===== src/hw/rtl/rpsr_pkg.sv =====
`timescale 1ns / 1ps
// ----------------------------------------------------------------------------
// rpsr_pkg
// Types and constants shared by the receive preamble strip / realign unit.
// ----------------------------------------------------------------------------
package rpsr_pkg;

  // Frame handling mode of the back end.
  typedef enum logic [2:0] {
    MODE_IDLE    = 3'd0,
    MODE_PASS    = 3'd1,
    MODE_SCAN    = 3'd2,
    MODE_STRIP   = 3'd3,
    MODE_REALIGN = 3'd4,
    MODE_DISCARD = 3'd5
  } mode_e;

  // Status reported with each result.
  typedef enum logic [2:0] {
    ST_UNCHANGED    = 3'd0,
    ST_SFD_STRIP    = 3'd1,
    ST_REALIGN      = 3'd2,
    ST_ERROR_DROP   = 3'd3,
    ST_BAD_PREAMBLE = 3'd4
  } status_e;

  localparam logic [7:0] PREAMBLE_BYTE = 8'h55;
  localparam logic [7:0] SFD_BYTE      = 8'hd5;
  localparam logic [3:0] SFD_NIBBLE    = 4'hd;
  localparam logic [7:0] CODE_SHORT_OK = 8'd10;
  localparam logic [7:0] CODE_10M_A    = 8'd5;
  localparam logic [7:0] CODE_10M_B    = 8'd7;
  localparam int         SHORT_LEN_MAX = 64;
  localparam int         FCS_BYTES     = 4;
  localparam int         REALIGN_TRIM  = 3;

  // Register indexes (paddr[2]).
  localparam logic REG_IDX_WA   = 1'b0;
  localparam logic REG_IDX_PCHK = 1'b1;

  // Stream widths.
  localparam int IN_TDATA_W  = 40;
  localparam int OUT_TDATA_W = 8;
  localparam int OUT_TUSER_W = 4;

  typedef struct packed {
    logic wa_en;
    logic pchk_on;
  } cfg_t;

  // Classified request passed from front to back.
  typedef struct packed {
    logic       kind;
    mode_e      cls;
    logic       len_zero;
    logic       is_pre;
    logic       is_sfd;
    logic       is_nib;
    logic [7:0] data;
  } item_t;

  localparam int ITEM_W = $bits(item_t);

  typedef struct packed {
    status_e    status;
    logic [7:0] data;
    logic       valid;
    logic       last;
  } result_t;

endpackage


===== src/hw/rtl/rpsr_front.sv =====
`timescale 1ns / 1ps
// ----------------------------------------------------------------------------
// rpsr_front
// Decodes an incoming request and classifies headers and data bytes.
// ----------------------------------------------------------------------------
module rpsr_front #(
  parameter int LENGTH_BITS = 16
) (
  input  logic                                s_kind_i,
  input  logic [rpsr_pkg::IN_TDATA_W-1:0]     s_data_i,
  input  rpsr_pkg::cfg_t                      cfg_i,
  output rpsr_pkg::item_t                     item_o,
  output logic [LENGTH_BITS-1:0]              len_o
);
  import rpsr_pkg::*;

  logic                      rx_error;
  logic [7:0]                error_code;
  logic [15:0]               frame_length;
  logic [7:0]                data_byte;
  logic [LENGTH_BITS+15:0]   len_ext;
  logic [LENGTH_BITS-1:0]    len;
  logic                      code_10m;

  assign rx_error     = s_data_i[0];
  assign error_code   = s_data_i[8:1];
  assign frame_length = s_data_i[24:9];
  assign data_byte    = s_data_i[32:25];

  // Keep only the low LENGTH_BITS bits of the header length.
  assign len_ext  = {{LENGTH_BITS{1'b0}}, frame_length};
  assign len      = len_ext[LENGTH_BITS-1:0];
  assign code_10m = (error_code == CODE_10M_A) || (error_code == CODE_10M_B);

  always_comb begin
    item_o          = '0;
    item_o.kind     = s_kind_i;
    item_o.len_zero = (len == '0);
    item_o.is_pre   = (data_byte == PREAMBLE_BYTE);
    item_o.is_sfd   = (data_byte == SFD_BYTE);
    item_o.is_nib   = (data_byte[3:0] == SFD_NIBBLE);
    item_o.data     = data_byte;
    if (!rx_error ||
        ((error_code == CODE_SHORT_OK) && (len <= LENGTH_BITS'(SHORT_LEN_MAX)))) begin
      item_o.cls = MODE_PASS;
    end else if (cfg_i.wa_en && code_10m) begin
      item_o.cls = cfg_i.pchk_on ? MODE_PASS : MODE_SCAN;
    end else begin
      item_o.cls = MODE_DISCARD;
    end
  end

  assign len_o = len;

endmodule


===== src/hw/rtl/rpsr_fifo.sv =====
`timescale 1ns / 1ps
// ----------------------------------------------------------------------------
// rpsr_fifo
// Two-entry queue that decouples the classifying front from the back end.
// ----------------------------------------------------------------------------
module rpsr_fifo #(
  parameter int DATA_W = 16
) (
  input  logic              clk_i,
  input  logic              rst_ni,
  input  logic              wr_en_i,
  input  logic [DATA_W-1:0] wr_data_i,
  output logic              full_o,
  input  logic              rd_en_i,
  output logic [DATA_W-1:0] rd_data_o,
  output logic              valid_o
);
  import rpsr_pkg::*;

  logic [DATA_W-1:0] mem_q [2];
  logic              wr_ptr_q, wr_ptr_d;
  logic              rd_ptr_q, rd_ptr_d;
  logic [1:0]        count_q, count_d;
  logic              do_wr, do_rd;

  assign full_o    = (count_q == 2'd2);
  assign valid_o   = (count_q != 2'd0);
  assign do_wr     = wr_en_i && !full_o;
  assign do_rd     = rd_en_i && valid_o;
  assign rd_data_o = mem_q[rd_ptr_q];

  always_comb begin
    wr_ptr_d = do_wr ? ~wr_ptr_q : wr_ptr_q;
    rd_ptr_d = do_rd ? ~rd_ptr_q : rd_ptr_q;
    count_d  = count_q + 2'(do_wr) - 2'(do_rd);
  end

  always_ff @(posedge clk_i or negedge rst_ni) begin
    if (!rst_ni) begin
      wr_ptr_q <= 1'b0;
      rd_ptr_q <= 1'b0;
      count_q  <= 2'd0;
    end else begin
      wr_ptr_q <= wr_ptr_d;
      rd_ptr_q <= rd_ptr_d;
      count_q  <= count_d;
    end
  end

  always_ff @(posedge clk_i) begin
    if (do_wr) begin
      mem_q[wr_ptr_q] <= wr_data_i;
    end
  end

endmodule


===== src/hw/rtl/rpsr_back.sv =====
`timescale 1ns / 1ps
// ----------------------------------------------------------------------------
// rpsr_back
// Frame sequencer: tracks the open frame, registers any result of a request.
// ----------------------------------------------------------------------------
module rpsr_back #(
  parameter int LENGTH_BITS = 16
) (
  input  logic                   clk_i,
  input  logic                   rst_ni,
  input  logic                   in_valid_i,
  input  rpsr_pkg::item_t        item_i,
  input  logic [LENGTH_BITS-1:0] len_i,
  output logic                   pop_o,
  output logic                   out_valid_o,
  output rpsr_pkg::result_t      out_res_o,
  input  logic                   out_ready_i
);
  import rpsr_pkg::*;

  mode_e                  mode_q, mode_d;
  logic [LENGTH_BITS-1:0] bytes_q, bytes_d;
  logic [LENGTH_BITS-1:0] emit_q, emit_d;
  logic [7:0]             held_q, held_d;
  logic                   out_valid_q;
  result_t                res_q, res_d;
  logic                   res_load;
  logic [LENGTH_BITS-1:0] rem, emit_dec;
  mode_e                  after_mode;

  assign pop_o       = in_valid_i && (!out_valid_q || out_ready_i);
  assign out_valid_o = out_valid_q;
  assign out_res_o   = res_q;

  assign rem        = bytes_q - LENGTH_BITS'(1);
  assign emit_dec   = emit_q - LENGTH_BITS'(1);
  // Leftover bytes of a finished frame are swallowed.
  assign after_mode = (rem != '0) ? MODE_DISCARD : MODE_IDLE;

  always_comb begin
    mode_d   = mode_q;
    bytes_d  = bytes_q;
    emit_d   = emit_q;
    held_d   = held_q;
    res_load = 1'b0;
    res_d    = '0;
    if (pop_o) begin
      if (!item_i.kind) begin
        bytes_d = len_i;
        emit_d  = '0;
        held_d  = '0;
        if (item_i.cls == MODE_DISCARD) begin
          res_load     = 1'b1;
          res_d.status = ST_ERROR_DROP;
          res_d.last   = 1'b1;
          mode_d       = item_i.len_zero ? MODE_IDLE : MODE_DISCARD;
        end else if (item_i.len_zero) begin
          res_load     = 1'b1;
          res_d.status = (item_i.cls == MODE_PASS) ? ST_UNCHANGED : ST_BAD_PREAMBLE;
          res_d.last   = 1'b1;
          mode_d       = MODE_IDLE;
        end else begin
          mode_d = item_i.cls;
        end
      end else if ((mode_q == MODE_IDLE) || (bytes_q == '0)) begin
        mode_d = MODE_IDLE;
      end else begin
        bytes_d = rem;
        unique case (mode_q)
          MODE_PASS: begin
            res_load     = 1'b1;
            res_d.status = ST_UNCHANGED;
            res_d.data   = item_i.data;
            res_d.valid  = 1'b1;
            res_d.last   = (rem == '0);
            if (rem == '0) begin
              mode_d = MODE_IDLE;
            end
          end
          MODE_SCAN: begin
            if (item_i.is_pre && (rem != '0)) begin
              mode_d = MODE_SCAN;
            end else if (item_i.is_sfd) begin
              emit_d = (rem > LENGTH_BITS'(FCS_BYTES)) ? rem - LENGTH_BITS'(FCS_BYTES) : '0;
              if (rem <= LENGTH_BITS'(FCS_BYTES)) begin
                res_load     = 1'b1;
                res_d.status = ST_SFD_STRIP;
                res_d.last   = 1'b1;
                mode_d       = after_mode;
              end else begin
                mode_d = MODE_STRIP;
              end
            end else if (item_i.is_nib) begin
              emit_d = (rem > LENGTH_BITS'(REALIGN_TRIM)) ?
                       rem - LENGTH_BITS'(REALIGN_TRIM) : '0;
              held_d = item_i.data;
              if (rem <= LENGTH_BITS'(REALIGN_TRIM)) begin
                res_load     = 1'b1;
                res_d.status = ST_REALIGN;
                res_d.last   = 1'b1;
                mode_d       = after_mode;
              end else begin
                mode_d = MODE_REALIGN;
              end
            end else begin
              res_load     = 1'b1;
              res_d.status = ST_BAD_PREAMBLE;
              res_d.last   = 1'b1;
              mode_d       = after_mode;
            end
          end
          MODE_STRIP: begin
            emit_d       = emit_dec;
            res_load     = 1'b1;
            res_d.status = ST_SFD_STRIP;
            res_d.data   = item_i.data;
            res_d.valid  = 1'b1;
            res_d.last   = (emit_dec == '0);
            if (emit_dec == '0) begin
              mode_d = after_mode;
            end
          end
          MODE_REALIGN: begin
            // High nibble of the held byte below the low nibble of the new one.
            emit_d       = emit_dec;
            held_d       = item_i.data;
            res_load     = 1'b1;
            res_d.status = ST_REALIGN;
            res_d.data   = {item_i.data[3:0], held_q[7:4]};
            res_d.valid  = 1'b1;
            res_d.last   = (emit_dec == '0);
            if (emit_dec == '0) begin
              mode_d = after_mode;
            end
          end
          default: begin
            if (rem == '0) begin
              mode_d = MODE_IDLE;
            end
          end
        endcase
      end
    end
  end

  always_ff @(posedge clk_i or negedge rst_ni) begin
    if (!rst_ni) begin
      mode_q      <= MODE_IDLE;
      bytes_q     <= '0;
      emit_q      <= '0;
      held_q      <= '0;
      out_valid_q <= 1'b0;
    end else begin
      mode_q  <= mode_d;
      bytes_q <= bytes_d;
      emit_q  <= emit_d;
      held_q  <= held_d;
      if (pop_o && res_load) begin
        out_valid_q <= 1'b1;
      end else if (out_ready_i) begin
        out_valid_q <= 1'b0;
      end
    end
  end

  always_ff @(posedge clk_i) begin
    if (pop_o && res_load) begin
      res_q <= res_d;
    end
  end

endmodule


===== src/hw/rtl/rx_preamble_strip_realign_unit.sv =====
`timescale 1ns / 1ps
// ----------------------------------------------------------------------------
// rx_preamble_strip_realign_unit
// Strips or repairs the preamble of received frames flagged by the MAC.
// ----------------------------------------------------------------------------
// Usage: the slave stream carries header requests (tuser = 0) and data byte
// requests (tuser = 1). A header gives the MAC error flag, error code and the
// number of data bytes that follow. The master stream returns at most one
// result per request: a status code, a byte with its valid flag, and tlast on
// the final result of a frame. The APB port holds two one-bit registers,
// workaround enable at address 0 and preamble check at address 4.
// Throughput is one request per cycle in steady state while the receiver
// keeps up. An accepted request is classified and written into the queue;
// the back end pops it and registers its result in the output register,
// from which the receiver takes it.
// The front decodes and classifies requests into a two-entry queue; the back
// sequencer follows the open frame. When the receiver stalls, the output
// register holds its result, the queue fills, and s_axis_tready falls once
// both queue entries are taken. While a result waits, the queue does not
// drain, not even for requests that yield no result.
// Reset clears the queue and the frame state and returns the registers to
// their reset values (workaround on, preamble check off). No clearing pass
// is needed after reset.
// ----------------------------------------------------------------------------
module rx_preamble_strip_realign_unit #(
  parameter int LENGTH_BITS = 16
) (
  input  logic                               clk_i,
  input  logic                               rst_ni,
  // APB configuration port
  input  logic                               psel,
  input  logic                               penable,
  input  logic                               pwrite,
  input  logic [2:0]                         paddr,
  input  logic [31:0]                        pwdata,
  output logic [31:0]                        prdata,
  output logic                               pready,
  // Slave stream, tuser: [0] kind
  input  logic                               s_axis_tvalid,
  output logic                               s_axis_tready,
  // tdata: [0] rx_error, [8:1] error_code, [24:9] frame_length,
  //        [32:25] data_byte, [39:33] zero
  input  logic [rpsr_pkg::IN_TDATA_W-1:0]    s_axis_tdata,
  input  logic                               s_axis_tuser,
  // Master stream
  output logic                               m_axis_tvalid,
  input  logic                               m_axis_tready,
  // tdata: [7:0] out_byte
  output logic [rpsr_pkg::OUT_TDATA_W-1:0]   m_axis_tdata,
  // tuser: [2:0] status, [3] byte_valid
  output logic [rpsr_pkg::OUT_TUSER_W-1:0]   m_axis_tuser,
  output logic                               m_axis_tlast
);
  import rpsr_pkg::*;

  localparam int QUEUE_W = ITEM_W + LENGTH_BITS;

  cfg_t                   cfg_q;
  logic                   cfg_wr;
  item_t                  front_item, back_item;
  logic [LENGTH_BITS-1:0] front_len, back_len;
  logic                   queue_full, queue_valid, queue_pop;
  logic [QUEUE_W-1:0]     queue_rd;
  result_t                res;

  // Configuration registers; writes land on the access phase.
  assign pready = 1'b1;
  assign cfg_wr = psel && penable && pwrite;

  always_ff @(posedge clk_i or negedge rst_ni) begin
    if (!rst_ni) begin
      cfg_q.wa_en   <= 1'b1;
      cfg_q.pchk_on <= 1'b0;
    end else if (cfg_wr) begin
      if (paddr[2] == REG_IDX_WA) begin
        cfg_q.wa_en <= pwdata[0];
      end else begin
        cfg_q.pchk_on <= pwdata[0];
      end
    end
  end

  assign prdata = {31'b0, (paddr[2] == REG_IDX_PCHK) ? cfg_q.pchk_on : cfg_q.wa_en};

  // Front: classify each request as it arrives.
  rpsr_front #(
    .LENGTH_BITS (LENGTH_BITS)
  ) u_front (
    .s_kind_i (s_axis_tuser),
    .s_data_i (s_axis_tdata),
    .cfg_i    (cfg_q),
    .item_o   (front_item),
    .len_o    (front_len)
  );

  assign s_axis_tready = !queue_full;

  rpsr_fifo #(
    .DATA_W (QUEUE_W)
  ) u_fifo (
    .clk_i     (clk_i),
    .rst_ni    (rst_ni),
    .wr_en_i   (s_axis_tvalid),
    .wr_data_i ({front_item, front_len}),
    .full_o    (queue_full),
    .rd_en_i   (queue_pop),
    .rd_data_o (queue_rd),
    .valid_o   (queue_valid)
  );

  assign back_item = item_t'(queue_rd[QUEUE_W-1:LENGTH_BITS]);
  assign back_len  = queue_rd[LENGTH_BITS-1:0];

  // Back: frame sequencing and the output register.
  rpsr_back #(
    .LENGTH_BITS (LENGTH_BITS)
  ) u_back (
    .clk_i       (clk_i),
    .rst_ni      (rst_ni),
    .in_valid_i  (queue_valid),
    .item_i      (back_item),
    .len_i       (back_len),
    .pop_o       (queue_pop),
    .out_valid_o (m_axis_tvalid),
    .out_res_o   (res),
    .out_ready_i (m_axis_tready)
  );

  assign m_axis_tdata = res.data;
  assign m_axis_tuser = {res.valid, res.status};
  assign m_axis_tlast = res.last;

endmodule


===== config.mk =====
export PLATFORM = sky130hd
export DESIGN_NAME = rx_preamble_strip_realign_unit
export DESIGN_NICKNAME = d
export VERILOG_FILES = /design/src/hw/rtl/rpsr_pkg.sv /design/src/hw/rtl/rpsr_front.sv /design/src/hw/rtl/rpsr_fifo.sv /design/src/hw/rtl/rpsr_back.sv /design/src/hw/rtl/rx_preamble_strip_realign_unit.sv
export SDC_FILE = /design/constraint.sdc
export NUM_CORES = 1
export LEC_CHECK = 0
export ABC_AREA = 1
export BUFFER_PORTS_ARGS = -buffer_cell sky130_fd_sc_hd__buf_2
export CAP_MARGIN = 10
export CORE_ASPECT_RATIO = 1.1
export CORE_MARGIN = 8
export CORE_UTILIZATION = 57
export DETAILED_ROUTE_END_ITERATION = 10
export HOLD_SLACK_MARGIN = 0.06
export PLACE_DENSITY_LB_ADDON = 0.15
export SLEW_MARGIN = 40
export SYNTH_ARGS = -nofsm -noshare
export SYNTH_HDL_FRONTEND = slang
export SYNTH_HIERARCHICAL = 1
export SYNTH_SLANG_ARGS = --single-unit

===== constraint.sdc =====
create_clock -name clk_i -period 4.09 [get_ports clk_i]
set_clock_uncertainty 0.15 [all_clocks]
set_input_delay 0.818 -clock clk_i [delete_from_list [all_inputs] [get_ports clk_i]]
set_output_delay 0.818 -clock clk_i [all_outputs]
set_load 0.02 [all_outputs]

* After elaboration in Yosys (flattened, before gate mapping)
Memory sizes are Yosys's and may differ from the RTL's.
Cells that the tools add are included.
** Operators by class
- Add/subtract/negate cells :: 6
- Order comparisons :: 5
- Eq/ne operators :: 22
- Mux-type cells :: 63
- Bitwise gates (word level) :: 5
- Reduce and logical (&&, ||, !) cells :: 34
** Operators by type and width (count)
- $mux W16 :: 9
- $mux W3 :: 22
- $logic_not A16 Y1 :: 4
- $mux W8 :: 5
- $pmux W16 S2 :: 1
- $sub A16 B1 Y16 const B :: 2
- $pmux W9 S2 :: 1
- $mux W1 :: 17
- $eq A8 B3 Y1 const B :: 2
- $gt A16 B2 Y1 const B :: 1
- $gt A16 B3 Y1 const B :: 1
- $le A16 B2 Y1 const B :: 1
- $le A16 B3 Y1 const B :: 1
- $le A16 B7 Y1 const B :: 1
- $pmux W8 S2 :: 1
- $reduce_bool A16 Y1 :: 1
- $sub A16 B2 Y16 const B :: 1
- $sub A16 B3 Y16 const B :: 1
- $mux W13 :: 1
- $logic_and A1 B1 Y1 :: 9
- $ne A3 B3 Y1 const B :: 3
- $pmux W3 S3 :: 1
- $eq A8 B4 Y1 const B :: 1
- $eq A8 B7 Y1 const B :: 1
- 29 further kinds :: 47
** Word-level totals
- Register bits :: 63
- Memory bits (writable) :: 64
- Input bits :: 83
- Output and inout bits :: 48
- Logic and storage cells :: 150
- Memories :: 1
** Memory list
- u_fifo.mem_q :: words 2, bits a word 32, read ports 1, clocked after memory_dff 0, write ports 1, line rpsr_fifo.sv:20 : logic [DATA_W-1:0] mem_q [2];

* Depth between registers and ports, before layout
- Depth in word-level cells :: 12
- Gate-level depth with buffers :: 19
- Mapped depth without buffers :: 19

* By module
The synthesis kept the hierarchy.
** Modules (own cells, without submodules)
- rpsr_back :: instances 1, cells an instance 682, area an instance 4440.5 sq um, sequential area each 1391.3 sq um
- rpsr_fifo :: instances 1, cells an instance 200, area an instance 2620.0 sq um, sequential area each 2021.9 sq um
- rpsr_front :: instances 1, cells an instance 86, area an instance 441.7 sq um, sequential area each 0.0 sq um
- rx_preamble_strip_realign_unit :: instances 1, cells an instance 52, area an instance 369.1 sq um, sequential area each 51.3 sq um

* Worst setup path after synthesis
Ideal clock, no wire load.
- Path kind :: reg2reg
- Start :: register u_back.bytes_q[0]
- End :: register u_back.res_q (netlist bit u_back/out_res_o[0]), enable pin
- Setup time :: 349 ps
- Arrival :: 2398 ps
- Required time :: 3591 ps
- Setup slack :: 1193 ps
- Cell stages (with the launch flop) :: 17
- Path buffers :: 0
- Clock period less this slack :: 2897 ps
- Cell sequence :: dfrtp_1 > inv_2 > ha_1 > nand2_1 > inv_1 > nor2_2 > ha_1 > nand4_2 > inv_2 > nand3_4 > nand3_2 > nand3_1 > nand2_1 > nand2_1 > nand2_1 > nand2_1 > inv_1
** On the way
- Cells in the longest elaborated chain, start to end :: 11
- Elaborated cells on any way between the ends :: 17
- Those cells by class :: add/sub: 1; order compare: 2; mux: 9; reduce/logical: 5
** RTL lines
- from (decl) :: line rpsr_back.sv:22 : logic [LENGTH_BITS-1:0] bytes_q, bytes_d;
- from (signal assigned) :: line rpsr_back.sv:155 : bytes_q <= bytes_d;
- $sub A16 B1 Y16 :: line rpsr_back.sv:35 : assign rem = bytes_q - LENGTH_BITS'(1);
- $le A16 B2 Y1 :: line rpsr_back.sv:97 : if (rem <= LENGTH_BITS'(REALIGN_TRIM)) begin
- $mux W1 :: line rpsr_back.sv:97
- $mux W1 :: line rpsr_back.sv:93 : end else if (item_i.is_nib) begin
- $mux W1 :: line rpsr_back.sv:83 : end else if (item_i.is_sfd) begin
- $mux W1 :: line rpsr_back.sv:81 : if (item_i.is_pre && (rem != '0)) begin
- $pmux W1 S2 :: line rpsr_back.sv:69 : unique case (mode_q)
- $mux W1 (*) :: line rpsr_back.sv:65 : end else if ((mode_q == MODE_IDLE) || (bytes_q == '0)) begin
- $mux W1 (*) :: line rpsr_back.sv:48 : if (!item_i.kind) begin
- $mux W1 (*) :: line rpsr_back.sv:47 : if (pop_o) begin
- $logic_and A1 B1 Y1 (*) :: line rpsr_back.sv:167 : if (pop_o && res_load) begin
- to (signal assigned) :: line rpsr_back.sv:168 : res_q <= res_d;
- to (decl) :: line rpsr_back.sv:26 : result_t res_q, res_d;
Mark *: on every way between the ends. The rest lies on a longest branch, timed or not.
A chain may end at the register's enable or synchronous reset.

* Worst setup path in the final report
- Start :: register u_back.bytes_q[0]
- End :: register u_back.res_q (netlist bit u_back/out_res_o[2]), enable pin
The elaborated chain is that of the path after synthesis.

==> flow_metrics.tcl <==
set metrics [dict create \
    globalRoute.totalOverflow 0 \
    timing.critical_path.buf_inv 5 \
    synth_compound_area_share_pct 7.884 \
    place.gp.congestion 0.9242 \
    diodes 0 \
    dominant_combinational_cell_family_by_area_after_synthesis "simple AND/OR/NAND/NOR gates" \
    kind_of_cell_adding_the_most_delay_to_the_critical_path "simple AND/OR/NAND/NOR gates" \
    vdd_drop_max_v 0.0005018 \
    synth_async_sr_flop_share_pct 37.40 \
    final_hold_viol_count 0 \
    first_pass_iters 5 \
    final.hold.worst_slack_ps 279.7 \
    clock_insertion_delay_worst_skew_ps 420 \
    ys_seq_area_share_pct 44.02 \
    worstMarginPinSlew_ps 797.0 \
    criticalPathCategory "reg -> reg" \
    placement.setup.worst_slack_ps 760.3 \
    cp-start-kind "register" \
    fin_cells 1257 \
    fp-row-count 45 \
    final-max-slew-violation-count 0 \
    number_of_drc_violations_after_detailed_routing_iteration_0 456 \
    dominantRegCellSynth "sky130_fd_sc_hd__edfxtp_1" \
    ys_seq_elements 123 \
    report.power.total_mw 7.341 \
    run_status "finished clean" \
    cp.depth 17 \
    drt_wl_total_um 17790 \
    crit-reg2reg-launch "u_back/bytes_q[0]" \
    fin_crit_ps 3380 \
    syn_to_layout_area_delta_pct 8.457 \
    max_slew_margin_pct 46.67 \
    peak_clock_frequency_supported_by_timing_ghz 0.2959 \
    sum_of_net_half_perimeters_after_detailed_placement_um 13190 \
    fp.coreArea_um2 13630 \
    worst_min_path_class "in -> async" \
    synth_warnings 6 \
    area_share_of_and_or_nand_nor_cells_after_synthesis_pct 30.84 \
    crit_chain "inv_2, ha_1, nand2_1, inv_1, nor2_2, buf_4, ha_1, nand4_2, inv_2, nand3_4, nand3_1, nand3_1, nand2_1, nand2_1, nand2_1, nand2_1, inv_1" \
    synthesis.area_um2 7871 \
    timing.critical_path.arrival_ps 3290 \
    clk_pin_slew_ps 60 \
    number_of_filler_instances_in_the_final_layout 1267 \
    cp_slowest_stage_delay_ps 450 \
    area_share_of_fa_ha_maj_cells_after_synthesis_pct 1.431 \
    synth_top_area_share_pct 29.38 \
    data_required_time_of_the_critical_path_ps 4000 \
    drive_above_1_share_pct 15.06 \
    critical-path-slowest-cell "sky130_fd_sc_hd__dfrtp_1" \
    yosys.area.top_type "sky130_fd_sc_hd__edfxtp_1" \
    die_x_um 128.0 \
    cts.htree.levels 4 \
    clkSinkCount 123 \
    synth_edf_count 77 \
    post_synth_mux_area_share_pct 0 \
    synth_commonest_cells "317 x sky130_fd_sc_hd__nand2_1, 128 x sky130_fd_sc_hd__nor2_1, 97 x sky130_fd_sc_hd__inv_1, 77 x sky130_fd_sc_hd__edfxtp_1, 60 x sky130_fd_sc_hd__buf_4" \
    post-route-drc-count 0 \
    ys_types 50 \
    antenna_found_initial 0 \
    vias 6421 \
    power.density_nw_per_um2 859.9 \
    die_area_um2 17830 \
    power_leakage_nw 3.967 \
    antenna_left 0 \
    nets 1148 \
    fin_ws_ps 710.4 \
    netlist_instances 1020 \
    max-clock-path-buffers 2 \
    setup_viols_final 0 \
    floorplan.io_pins 131 \
    grt.total_usage_pct 21.18 \
    timing.final.crit_share_pct 82.63 \
    vertical_die_dimension_um 139.3 \
    unrepaired_setup_endpoints_after_global_routing "false" \
    timing.max_cap.violations 0 \
    hold_buffers 0 \
    postCtsSetupRepairBufs 0 \
    endpoint_class_of_the_critical_path "register" \
    largest_net_degree_at_the_start_of_global_routing 34 \
    reg2reg_depth 17 \
    clock-root-buffer "sky130_fd_sc_hd__clkbuf_16" \
    worst-path-max-fanout 13 \
    io_buffers 58 \
    routedWlPerCell_um 14.15 \
    tritoncts "done" \
    cts_buffers 17 \
    post_synth_xor_area_fraction_pct 3.195 \
    most_frequently_used_cell_type_in_the_post_synthesis_netlist "sky130_fd_sc_hd__nand2_1" \
    accumulated_negative_setup_slack_ps 0 \
    place.detailed.instances 1225 \
    first_global_vias 6286 \
    path_common_cell "sky130_fd_sc_hd__nand2_1" \
    grt_first_pass_wirelength_um 30010 \
    postSynthAreaPerCell_um2 7.717 \
    regToRegSetupSlack_ps 710 \
    postCtsResizedCells 0 \
    initial_util_pct 57.77 \
    worst_r2r_endpoint "u_back/out_res_o[2]" \
    route.detailed.vias_per_inst 5.108 \
    synth.top_cells.by_area "sky130_fd_sc_hd__edfxtp_1 29%, sky130_fd_sc_hd__nand2_1 15%, sky130_fd_sc_hd__dfrtp_1 14%, sky130_fd_sc_hd__nor2_1 6.1%, sky130_fd_sc_hd__buf_4 5.7%" \
]
==> report_power, final <==
group	internal, mW	leakage, nW	switching, mW
logic	1.19	2.44	2.70
clock network	0.776	0.245	0.570
registers	1.83	1.28	0.275
total	3.79	3.97	3.55
==> logic make-up (layout without fill, tap and decap cells) <==
group,after synthesis,after routing
other,2,32
buffers and inverters,187,206
and+or+nand+nor,563,563
AOI/OAI and AO/OA,109,109
DFF,123,123
xor gates and xnor gates,27,27
adders and majority gates,9,9
==> cell type report <==
class | count | area (um^2) | share of cell area [%]
Clock buffer | 19 | 432.9 | 5.071
Clock inverter | 13 | 97.59 | 1.143
Inverter | 106 | 406.6 | 4.763
Multi-Input combinational cell | 740 | 3535 | 41.40
Sequential cell | 123 | 3465 | 40.58
Tap cell | 188 | 235.2 | 2.755
Timing Repair Buffer | 68 | 365.4 | 4.280
==> how the worst max path moves through the flow <==
stage / start / to
final: u_back/bytes_q[0] / u_back/out_res_o[2]
after global routing: u_back/bytes_q[0] / u_back/out_res_o[2]
after CTS: u_back/bytes_q[0] / u_back/out_res_o[2]
after detailed placement: u_back/bytes_q[0] / u_back/out_res_o[6]
after global placement: u_back/bytes_q[0] / u_back/out_res_o[0]
after floorplan: u_back/bytes_q[0] / u_back/out_res_o[0]
==> cell usage in the layout, fill, tap and decap left out, types with 10 or more instances in the layout <==
| cell | n |
|---|---|
| sky130_fd_sc_hd__edfxtp_1 | 77 |
| sky130_fd_sc_hd__conb_1 | 32 |
| sky130_fd_sc_hd__xor2_1 | 20 |
| sky130_fd_sc_hd__buf_2 | 58 |
| sky130_fd_sc_hd__o21ai_0 | 50 |
| sky130_fd_sc_hd__dfrtp_1 | 45 |
| sky130_fd_sc_hd__inv_1 | 97 |
| sky130_fd_sc_hd__a21oi_1 | 25 |
| sky130_fd_sc_hd__buf_4 | 10 |
| sky130_fd_sc_hd__nand3_1 | 51 |
| sky130_fd_sc_hd__nand2_1 | 317 |
| sky130_fd_sc_hd__nor3_1 | 10 |
| sky130_fd_sc_hd__nor2_1 | 127 |
| sky130_fd_sc_hd__clkbuf_16 | 17 |
| sky130_fd_sc_hd__nand2_2 | 19 |
==> state kept, by name, indices dropped and copies added (netlist names) <==
register / count
u_fifo/rd_ptr_q: 1
u_back/out_valid_o: 1
u_fifo/count_q: 2
u_fifo/wr_ptr_q: 1
u_back/mode_q: 3
cfg_q: 2
u_back/held_q: 4
u_fifo/mem_q: 64
u_back/bytes_q: 16
u_back/emit_q: 16
u_back/out_res_o: 13
==> per-layer routing <==
metal	vias up	part of all wire (%)	global-route usage [%]
met5	-	0	0
met4	0	2.6	9.461
met3	31	4.9	4.547
met2	203	48	34.92
met1	2934	45	26.01
li1	3253	-	-
==> through the flow <==
| stage | cell area [um^2] | util [%] |
|---|---|---|
| floorplan | 7984 | - |
| global placement | 8006 | 58.76 |
| detailed placement | 8006 | 58.76 |
| CTS | 8537 | 62.65 |
| global route | 8537 | 62.65 |
| finish | 8537 | 62.65 |
Note: power is estimated with default switching activity, not from simulation.
